### config.mk
export PLATFORM = sky130hd
export DESIGN_NAME = polygon_area_statistics
export DESIGN_NICKNAME = d
export VERILOG_FILES = /design/src/hdl/pas_pkg.sv /design/src/hdl/polygon_area_statistics.sv /design/src/hdl/pas_shoelace.sv /design/src/hdl/pas_area.sv /design/src/hdl/pas_stats.sv
export SDC_FILE = /design/constraint.sdc
export NUM_CORES = 2
export LEC_CHECK = 0
export BUFFER_PORTS_ARGS = -buffer_cell sky130_fd_sc_hd__buf_2
export CELL_PAD_IN_SITES_DETAIL_PLACEMENT = 0
export CELL_PAD_IN_SITES_GLOBAL_PLACEMENT = 2
export CORE_MARGIN = 8
export CORE_UTILIZATION = 46
export DETAILED_ROUTE_END_ITERATION = 16
export PLACE_DENSITY = 0.9
export SLEW_MARGIN = 30
export SYNTH_ARGS = -nofsm -noshare
export SYNTH_HDL_FRONTEND = slang
export SYNTH_SLANG_ARGS = --single-unit
### constraint.sdc
create_clock -name clk -period 23.3 [get_ports clk]
set_input_delay 1.165 -clock clk [delete_from_list [all_inputs] [get_ports clk]]
set_output_delay 1.165 -clock clk [all_outputs]
set_load 0.01 [all_outputs]
### src/hdl/pas_pkg.sv
// shared types and constants for the polygon area statistics block
package pas_pkg;

    // field and datapath widths
    localparam int COORD_W      = 16;
    localparam int CNT_W        = 9;
    localparam int MAX_VERTICES = 256;
    localparam int TERM_W       = 2 * COORD_W + 1;
    localparam int ACC_W        = 42;
    localparam int AREA_W       = 40;
    localparam int SUM_W        = 48;
    localparam int TOTAL_W      = 32;
    localparam int MODE_W       = 2;
    localparam int REG_IDX_W    = 1;

    // filter modes
    localparam logic [MODE_W-1:0] FILTER_EVEN  = 2'd0;
    localparam logic [MODE_W-1:0] FILTER_ODD   = 2'd1;
    localparam logic [MODE_W-1:0] FILTER_EXACT = 2'd2;
    localparam logic [MODE_W-1:0] FILTER_ALL   = 2'd3;

    // configuration register indexes
    localparam logic [REG_IDX_W-1:0] REG_FILTER_MODE     = 1'b0;
    localparam logic [REG_IDX_W-1:0] REG_TARGET_VERTICES = 1'b1;

    // reset values and limits
    localparam logic [CNT_W-1:0] TARGET_RESET = 9'd3;
    localparam logic [CNT_W-1:0] MIN_VERTICES = 9'd3;

    // one input item: a vertex
    typedef struct packed {
        logic signed [COORD_W-1:0] x_coord;
        logic signed [COORD_W-1:0] y_coord;
        logic                      last_vertex;
    } vertex_t;

    // one result item
    typedef struct packed {
        logic               valid_polygon;
        logic [AREA_W-1:0]  area_doubled;
        logic [SUM_W-1:0]   filtered_sum_doubled;
        logic [TOTAL_W-1:0] matched_count;
        logic [TOTAL_W-1:0] polygon_count;
        logic [AREA_W-1:0]  max_area_doubled;
        logic [AREA_W-1:0]  min_area_doubled;
        logic [CNT_W-1:0]   max_vertex_count;
        logic [CNT_W-1:0]   min_vertex_count;
    } result_t;

    // configuration registers
    typedef struct packed {
        logic [MODE_W-1:0] filter_mode;
        logic [CNT_W-1:0]  target_vertices;
    } cfg_t;

    // cross product terms of one vertex
    typedef struct packed {
        logic signed [TERM_W-1:0] step_term;
        logic signed [TERM_W-1:0] close_term;
        logic                     last_vertex;
        logic [CNT_W-1:0]         vertex_count;
    } term_t;

    // closed polygon: signed shoelace sum and vertex count
    typedef struct packed {
        logic signed [ACC_W-1:0] cross_sum;
        logic [CNT_W-1:0]        vertex_count;
    } closure_t;

    // polygon area with filter decision
    typedef struct packed {
        logic              valid_polygon;
        logic [AREA_W-1:0] area;
        logic [CNT_W-1:0]  vertex_count;
        logic              match;
    } area_info_t;

endpackage

### src/hdl/polygon_area_statistics.sv
// top level of the shoelace polygon area and statistics block
//
// Vertices stream in one item per clock while in_ready is high, with
// last_vertex marking the end of a polygon; every closing vertex yields one
// result item carrying twice the absolute area and the running statistics,
// and other vertices yield none. The datapath is a five-register pipeline
// (input register, cross product terms, shoelace accumulation, area and
// filter, statistics and result), and while the output is not stalled the
// sustained rate is one vertex per cycle, set by the four 16x16 multipliers
// and the 42-bit accumulator of the product and accumulation stages. A
// stalled output holds its result while the stages behind it keep filling.
// Write filter_mode and target_vertices only while no polygon is in flight.
module polygon_area_statistics (
    input  logic                              clk,
    input  logic                              rst_n,
    input  logic                              in_valid,
    output logic                              in_ready,
    input  pas_pkg::vertex_t                  in_data,
    output logic                              out_valid,
    input  logic                              out_ready,
    output pas_pkg::result_t                  out_data,
    input  logic                              cfg_write,
    input  logic [pas_pkg::REG_IDX_W-1:0]     cfg_index,
    input  logic [pas_pkg::CNT_W-1:0]         cfg_data
);

    logic [pas_pkg::MODE_W-1:0] filter_mode_reg;
    logic [pas_pkg::CNT_W-1:0]  target_reg;
    pas_pkg::cfg_t              cfg;

    logic                       in_valid_reg;
    pas_pkg::vertex_t           in_item_reg;
    logic                       sl_ready, accept;

    logic                       cl_valid, cl_ready;
    pas_pkg::closure_t          cl_data;
    logic                       ar_valid, ar_ready;
    pas_pkg::area_info_t        ar_data;

    // configuration registers
    always_ff @(posedge clk or negedge rst_n)
    begin
        if (!rst_n)
        begin
            filter_mode_reg <= pas_pkg::FILTER_ALL;
            target_reg      <= pas_pkg::TARGET_RESET;
        end
        else if (cfg_write)
        begin
            unique case (cfg_index)
                pas_pkg::REG_FILTER_MODE:
                    filter_mode_reg <= cfg_data[pas_pkg::MODE_W-1:0];
                pas_pkg::REG_TARGET_VERTICES:
                    target_reg <= cfg_data;
            endcase
        end
    end

    assign cfg.filter_mode     = filter_mode_reg;
    assign cfg.target_vertices = target_reg;

    // input register
    assign in_ready = !in_valid_reg || sl_ready;
    assign accept   = in_valid && in_ready;

    always_ff @(posedge clk or negedge rst_n)
    begin
        if (!rst_n)
        begin
            in_valid_reg <= 1'b0;
        end
        else
        begin
            in_valid_reg <= accept || (in_valid_reg && !sl_ready);
        end
    end

    always_ff @(posedge clk)
    begin
        if (accept)
        begin
            in_item_reg <= in_data;
        end
    end

    // shoelace accumulation
    pas_shoelace u_shoelace (
        .clk       (clk),
        .rst_n     (rst_n),
        .in_valid  (in_valid_reg),
        .in_ready  (sl_ready),
        .in_data   (in_item_reg),
        .out_valid (cl_valid),
        .out_ready (cl_ready),
        .out_data  (cl_data)
    );

    // area and filter
    pas_area u_area (
        .clk       (clk),
        .rst_n     (rst_n),
        .cfg       (cfg),
        .in_valid  (cl_valid),
        .in_ready  (cl_ready),
        .in_data   (cl_data),
        .out_valid (ar_valid),
        .out_ready (ar_ready),
        .out_data  (ar_data)
    );

    // statistics and result register
    pas_stats u_stats (
        .clk       (clk),
        .rst_n     (rst_n),
        .in_valid  (ar_valid),
        .in_ready  (ar_ready),
        .in_data   (ar_data),
        .out_valid (out_valid),
        .out_ready (out_ready),
        .out_data  (out_data)
    );

    // short polygons carry no area
    assert property (@(posedge clk) disable iff (!rst_n)
        out_valid && !out_data.valid_polygon |-> out_data.area_doubled == '0)
    else $error("short polygon with nonzero area");

    // a counted polygon lies within the running area extremes
    assert property (@(posedge clk) disable iff (!rst_n)
        out_valid && out_data.valid_polygon |->
            out_data.min_area_doubled <= out_data.area_doubled &&
            out_data.area_doubled <= out_data.max_area_doubled)
    else $error("area outside running extremes");

    // vertex count extremes of counted polygons stay in range
    assert property (@(posedge clk) disable iff (!rst_n)
        out_valid && out_data.valid_polygon |->
            out_data.min_vertex_count >= pas_pkg::MIN_VERTICES &&
            out_data.min_vertex_count <= out_data.max_vertex_count &&
            out_data.max_vertex_count <= pas_pkg::CNT_W'(pas_pkg::MAX_VERTICES))
    else $error("vertex count extremes out of range");

    // matched polygons are a subset of counted polygons
    assert property (@(posedge clk) disable iff (!rst_n)
        out_valid |-> out_data.matched_count <= out_data.polygon_count)
    else $error("matched count exceeds polygon count");

endmodule

### src/hdl/pas_shoelace.sv
// vertex tracking, cross product terms and shoelace accumulation
module pas_shoelace (
    input  logic                clk,
    input  logic                rst_n,
    input  logic                in_valid,
    output logic                in_ready,
    input  pas_pkg::vertex_t    in_data,
    output logic                out_valid,
    input  logic                out_ready,
    output pas_pkg::closure_t   out_data
);

    localparam int COORD_W = pas_pkg::COORD_W;
    localparam int CNT_W   = pas_pkg::CNT_W;
    localparam int TERM_W  = pas_pkg::TERM_W;
    localparam int ACC_W   = pas_pkg::ACC_W;

    logic signed [COORD_W-1:0] first_x_reg, first_y_reg;
    logic signed [COORD_W-1:0] prev_x_reg, prev_y_reg;
    logic [CNT_W-1:0]          count_reg, count_next, count_inc;
    logic                      term_valid_reg;
    pas_pkg::term_t            term_reg, term_next;
    logic signed [ACC_W-1:0]   acc_reg, acc_next;
    logic                      out_valid_reg, out_valid_next;
    pas_pkg::closure_t         closure_reg, closure_next;

    logic                      accept, term_take, take, has_prev;
    logic signed [COORD_W-1:0] cur_x, cur_y, first_cur_x, first_cur_y;
    logic signed [2*COORD_W-1:0] step_a, step_b, close_a, close_b;

    // handshake: product stage drains into the closure register
    assign term_take = term_valid_reg && (!out_valid_reg || out_ready);
    assign in_ready  = !term_valid_reg || term_take;
    assign accept    = in_valid && in_ready;

    // vertex bookkeeping, vertices past the limit are dropped
    assign take        = count_reg < CNT_W'(pas_pkg::MAX_VERTICES);
    assign has_prev    = count_reg != '0;
    assign cur_x       = take ? in_data.x_coord : prev_x_reg;
    assign cur_y       = take ? in_data.y_coord : prev_y_reg;
    assign first_cur_x = (take && !has_prev) ? in_data.x_coord : first_x_reg;
    assign first_cur_y = (take && !has_prev) ? in_data.y_coord : first_y_reg;
    assign count_inc   = take ? count_reg + CNT_W'(1) : count_reg;
    assign count_next  = in_data.last_vertex ? '0 : count_inc;

    // edge term from previous vertex and closing term back to the first
    assign step_a  = prev_x_reg * in_data.y_coord;
    assign step_b  = prev_y_reg * in_data.x_coord;
    assign close_a = cur_x * first_cur_y;
    assign close_b = cur_y * first_cur_x;

    always_comb
    begin
        term_next.step_term    = (take && has_prev) ?
                                 TERM_W'(step_a) - TERM_W'(step_b) : '0;
        term_next.close_term   = TERM_W'(close_a) - TERM_W'(close_b);
        term_next.last_vertex  = in_data.last_vertex;
        term_next.vertex_count = count_inc;
    end

    // accumulation, the range of 16-bit vertices keeps the sum far from overflow
    always_comb
    begin
        acc_next                  = acc_reg;
        closure_next              = closure_reg;
        out_valid_next            = out_valid_reg && !out_ready;
        closure_next.cross_sum    = acc_reg + ACC_W'(term_reg.step_term)
                                    + ACC_W'(term_reg.close_term);
        closure_next.vertex_count = term_reg.vertex_count;
        if (term_take)
        begin
            if (term_reg.last_vertex)
            begin
                acc_next       = '0;
                out_valid_next = 1'b1;
            end
            else
            begin
                acc_next = acc_reg + ACC_W'(term_reg.step_term);
            end
        end
    end

    // control state
    always_ff @(posedge clk or negedge rst_n)
    begin
        if (!rst_n)
        begin
            count_reg      <= '0;
            term_valid_reg <= 1'b0;
            acc_reg        <= '0;
            out_valid_reg  <= 1'b0;
        end
        else
        begin
            if (accept)
            begin
                count_reg <= count_next;
            end
            term_valid_reg <= accept || (term_valid_reg && !term_take);
            acc_reg        <= acc_next;
            out_valid_reg  <= out_valid_next;
        end
    end

    // vertex and payload registers
    always_ff @(posedge clk)
    begin
        if (accept)
        begin
            if (take)
            begin
                prev_x_reg <= in_data.x_coord;
                prev_y_reg <= in_data.y_coord;
            end
            first_x_reg <= first_cur_x;
            first_y_reg <= first_cur_y;
            term_reg    <= term_next;
        end
        if (term_take && term_reg.last_vertex)
        begin
            closure_reg <= closure_next;
        end
    end

    assign out_valid = out_valid_reg;
    assign out_data  = closure_reg;

endmodule

### src/hdl/pas_area.sv
// absolute doubled area, validity and filter match of a closed polygon
module pas_area (
    input  logic                 clk,
    input  logic                 rst_n,
    input  pas_pkg::cfg_t        cfg,
    input  logic                 in_valid,
    output logic                 in_ready,
    input  pas_pkg::closure_t    in_data,
    output logic                 out_valid,
    input  logic                 out_ready,
    output pas_pkg::area_info_t  out_data
);

    localparam int ACC_W  = pas_pkg::ACC_W;
    localparam int AREA_W = pas_pkg::AREA_W;

    logic                 valid_reg;
    pas_pkg::area_info_t  info_reg, info_next;
    logic [ACC_W-1:0]     abs_sum;
    logic [AREA_W-1:0]    area_sat;
    logic                 accept, match;

    assign in_ready = !valid_reg || out_ready;
    assign accept   = in_valid && in_ready;

    // magnitude with saturation to the area width
    assign abs_sum  = in_data.cross_sum[ACC_W-1] ? ACC_W'(-in_data.cross_sum)
                                                  : ACC_W'(in_data.cross_sum);
    assign area_sat = (|abs_sum[ACC_W-1:AREA_W]) ? '1 : abs_sum[AREA_W-1:0];

    // filter decision
    always_comb
    begin
        unique case (cfg.filter_mode)
            pas_pkg::FILTER_EVEN:  match = !in_data.vertex_count[0];
            pas_pkg::FILTER_ODD:   match = in_data.vertex_count[0];
            pas_pkg::FILTER_EXACT: match = in_data.vertex_count == cfg.target_vertices;
            pas_pkg::FILTER_ALL:   match = 1'b1;
        endcase
    end

    always_comb
    begin
        info_next.valid_polygon = in_data.vertex_count >= pas_pkg::MIN_VERTICES;
        info_next.area          = info_next.valid_polygon ? area_sat : '0;
        info_next.vertex_count  = in_data.vertex_count;
        info_next.match         = match;
    end

    always_ff @(posedge clk or negedge rst_n)
    begin
        if (!rst_n)
        begin
            valid_reg <= 1'b0;
        end
        else
        begin
            valid_reg <= accept || (valid_reg && !out_ready);
        end
    end

    always_ff @(posedge clk)
    begin
        if (accept)
        begin
            info_reg <= info_next;
        end
    end

    assign out_valid = valid_reg;
    assign out_data  = info_reg;

endmodule

### src/hdl/pas_stats.sv
// running statistics and result register
module pas_stats (
    input  logic                 clk,
    input  logic                 rst_n,
    input  logic                 in_valid,
    output logic                 in_ready,
    input  pas_pkg::area_info_t  in_data,
    output logic                 out_valid,
    input  logic                 out_ready,
    output pas_pkg::result_t     out_data
);

    localparam int AREA_W  = pas_pkg::AREA_W;
    localparam int SUM_W   = pas_pkg::SUM_W;
    localparam int TOTAL_W = pas_pkg::TOTAL_W;
    localparam int CNT_W   = pas_pkg::CNT_W;

    logic [SUM_W-1:0]   sum_reg, sum_next;
    logic [TOTAL_W-1:0] matched_reg, matched_next;
    logic [TOTAL_W-1:0] total_reg, total_next;
    logic [AREA_W-1:0]  max_area_reg, max_area_next;
    logic [AREA_W-1:0]  min_area_reg, min_area_next;
    logic [CNT_W-1:0]   max_cnt_reg, max_cnt_next;
    logic [CNT_W-1:0]   min_cnt_reg, min_cnt_next;
    logic               out_valid_reg;
    pas_pkg::result_t   result_reg, result_next;

    logic [SUM_W:0]     sum_wide;
    logic               accept, upd, upd_match;

    assign in_ready  = !out_valid_reg || out_ready;
    assign accept    = in_valid && in_ready;
    assign upd       = in_data.valid_polygon;
    assign upd_match = upd && in_data.match;

    // saturating filtered sum and counts
    assign sum_wide     = {1'b0, sum_reg} + {{(SUM_W + 1 - AREA_W){1'b0}}, in_data.area};
    assign sum_next     = !upd_match ? sum_reg :
                          (sum_wide[SUM_W] ? '1 : sum_wide[SUM_W-1:0]);
    assign matched_next = (upd_match && !(&matched_reg)) ?
                          matched_reg + TOTAL_W'(1) : matched_reg;
    assign total_next   = (upd && !(&total_reg)) ? total_reg + TOTAL_W'(1) : total_reg;

    // extremes of area and vertex count
    assign max_area_next = (upd && in_data.area > max_area_reg) ? in_data.area : max_area_reg;
    assign min_area_next = (upd && in_data.area < min_area_reg) ? in_data.area : min_area_reg;
    assign max_cnt_next  = (upd && in_data.vertex_count > max_cnt_reg) ?
                           in_data.vertex_count : max_cnt_reg;
    assign min_cnt_next  = (upd && in_data.vertex_count < min_cnt_reg) ?
                           in_data.vertex_count : min_cnt_reg;

    always_comb
    begin
        result_next.valid_polygon        = in_data.valid_polygon;
        result_next.area_doubled         = in_data.area;
        result_next.filtered_sum_doubled = sum_next;
        result_next.matched_count        = matched_next;
        result_next.polygon_count        = total_next;
        result_next.max_area_doubled     = max_area_next;
        result_next.min_area_doubled     = min_area_next;
        result_next.max_vertex_count     = max_cnt_next;
        result_next.min_vertex_count     = min_cnt_next;
    end

    // statistics state
    always_ff @(posedge clk or negedge rst_n)
    begin
        if (!rst_n)
        begin
            sum_reg       <= '0;
            matched_reg   <= '0;
            total_reg     <= '0;
            max_area_reg  <= '0;
            min_area_reg  <= '1;
            max_cnt_reg   <= '0;
            min_cnt_reg   <= '1;
            out_valid_reg <= 1'b0;
        end
        else
        begin
            if (accept)
            begin
                sum_reg      <= sum_next;
                matched_reg  <= matched_next;
                total_reg    <= total_next;
                max_area_reg <= max_area_next;
                min_area_reg <= min_area_next;
                max_cnt_reg  <= max_cnt_next;
                min_cnt_reg  <= min_cnt_next;
            end
            out_valid_reg <= accept || (out_valid_reg && !out_ready);
        end
    end

    // result register
    always_ff @(posedge clk)
    begin
        if (accept)
        begin
            result_reg <= result_next;
        end
    end

    assign out_valid = out_valid_reg;
    assign out_data  = result_reg;

endmodule

==> reports/results.txt <==
fin crit period: 10560 ps
# fillers: 15.9k
GR Util All Layers: 0.233
post-synthesis cell count: 7650
Reg clk slew, reported paths: 60 ps
fmax: 94.7 MHz
Top FF cell, synth: edfxtp_1
post-CTS setup buffer count: 0
Clock Tree Buf Depth: 3
Setup CP Type: flop to flop
CP max stage cell: fa_1
1st-iter DRT viols: 3466
Worst EP arrival: 11020 ps
syn nets: 9424
proportion of layout cells with a drive suffix above 1: 0.101
max cap viols: 0
I/O pin count: 301
# clock sinks: 803
vias in the first global route: 57.2k
Worst R2R Start: u_shoelace.count_reg[0]
worst path required time: 23770 ps
RSZ-0062 raised after global routing: false
Nets: 9663
outcome: completed
Chip Height: 432 um
crit path buf inv count: 8
pin count of the biggest net entering global routing: 120
max FFs per register: 251
Die X: 432 um
drt drc: 0
Clock Skew: 34.9 ps
first-pass GRT wire length: 338000 um
Final period util: 0.453
Ys Warns: 0
syn avg cell area: 10.4 um^2
Skew-Pair Late Insertion Delay: 730 ps
TritonCTS clock tree: yes
commonest non-fill, non-tap cell in the layout: inv_1
Via-to-Cell Ratio: 5.25
Synth Register Bits: 803
HP Class: flop to flop
Starting Density: 0.461
number of synthesized flops with an enable pin: 526
post-route ant nets: 0
Post-DP HPWL: 174000 um
setup TNS: 0 ps
ys async rst share: 0.345
Max-slew headroom: 0.294
Via Count: 54.0k
CP delay by family, top: adder cells
CP Launch Type: flop
Core Region: 0.173 mm^2
WL per Instance: 21.1 um
CTS HTree Levels: 3
total length of routed wires: 217000 um
# hold bufs at CTS: 0
Die ar.: 0.187 mm^2
initial antenna violation count: 4
Worst Hold Launch: u_shoelace.closure_next[2]
Area Overhead vs Synth: 9.71%
mapped cell area: 0.0798 mm^2
Site Rows: 153
most frequent CP cell: fa_1
IO buf count: 300
CP Launch Point: u_shoelace.count_reg[0]
Synth cell types: 77
max-slew violations: 0
CTS Buf Count: 93
crit-path max FO: 32
CP endpoint kind: flop
CTS root buf: clkbuf_16
total gr overflow: 0
CP peak stage delay: 860 ps
multi-input logic area: 0.0508 mm^2
register area: 0.0228 mm^2
Final Hold Fails: 0
Resized Gates After CTS: 0
most frequent cells in the layout: 1383 x inv_1, 1181 x fa_1, 768 x nand2_1
first-pass iteration count of the detailed router: 5
sequential area share after synthesis: 0.286
Final Setup Violations: 0
Placer Congestion: 0.924
Slew @ Worst Pin: 1060 ps
synth_stat cells (all sizes together), types with 20 or more instances:
| cell type | number | area, um^2 |
|---|---|---|
| clkbuf | 226 | 848 |
| mux2 | 138 | 1550 |
| dfstp | 53 | 1390 |
| nand2 | 769 | 2890 |
| and2 | 267 | 1670 |
| o21a | 42 | 315 |
| dfrtp | 224 | 5610 |
| o21bai | 29 | 218 |
| xor2 | 138 | 1210 |
| inv | 1385 | 5200 |
| nand3 | 117 | 586 |
| fa | 1181 | 23600 |
| edfxtp | 526 | 15800 |
| a21oi | 246 | 1250 |
| xnor2 | 245 | 2150 |
| a31oi | 61 | 382 |
| nor3 | 42 | 210 |
| nand4 | 60 | 375 |
| a21o | 130 | 976 |
| o21ai | 241 | 1220 |
| a22o | 37 | 324 |
| nor2 | 522 | 1960 |
| a211oi | 25 | 188 |
| ha | 545 | 6820 |
| o31ai | 20 | 150 |
| buf | 32 | 150 |
| nand2b | 49 | 307 |
| and3 | 32 | 200 |
| mux2i | 62 | 621 |
| nor2b | 33 | 206 |
area by class of cell:
type                    count  share of cell area
well taps                2325              0.0332
inverters                1401              0.0602
multi-input cells        5188               0.581
clock inverters            66              0.0109
diodes                      2           0.0000572
clock buffers             109              0.0276
flip-flops and latches    803               0.260
repair buffers            402              0.0268
cells by family after synthesis:
family,share of synthesized area
AND/OR/NAND/NOR,0.112
adder cells (fa/ha/maj),0.382
buffers and inverters,0.0784
AO/OA/AOI/OAI,0.0727
flip-flops,0.286
XOR/XNOR,0.0421
multiplexers,0.0273
path summary, 6_finish.rpt:
path / slack, ps / cells past startpoint / end
setup / recovery: 12740 / 32 / u_shoelace.term_reg[41]
hold / removal: 420 / 0 / u_shoelace.out_data[2]
setup reg to reg: 12740 / 32 / u_shoelace.term_reg[41]
max in group asynchronous: 20800 / 3 / u_stats.matched_reg[7]
hold reg to reg: 420 / 0 / u_shoelace.out_data[2]
min in group asynchronous: 530 / 1 / u_stats.max_area_reg[17]
per-layer routing:
layer,vias up,GRT usage,share of wire
li1,24900,-,-
met1,27400,0.303,0.42
met2,1444,0.401,0.49
met3,301,0.0367,0.057
met4,2,0.0773,0.037
met5,-,0.00282,0.000060
through the flow:
| step | instance area (um^2) | cells | util | hold WS [ps] | setup slack (ps) |
|---|---|---|---|---|---|
| 2_1_floorplan | 79800 | 7650 | - | 400 | 13720 |
| 3_3_place_gp | 84000 | 10100 | 0.485 | 401 | 12940 |
| 3_5_place_dp | 84000 | 10100 | 0.485 | 405 | 12870 |
| 4_1_cts | 87400 | 10300 | 0.505 | 418 | 12820 |
| 5_1_grt | 87500 | 10300 | 0.506 | 424 | 12050 |
| 6_report | 87500 | 10300 | 0.506 | 417 | 12740 |
worst register-to-register path: cells and delay by family, from the launching register on:
kind,cells,cell delay [ps]
flip-flops,1,430
AND/OR/NAND/NOR,8,1260
multiplexers,1,790
buffers and inverters,8,1740
adder cells (fa/ha/maj),10,4930
XOR/XNOR,1,150
AO/OA/AOI/OAI,4,1010
Power is left out: the tool's default activity adds up to more than one toggle a clock period on the data nets, which glitch-free logic cannot reach.
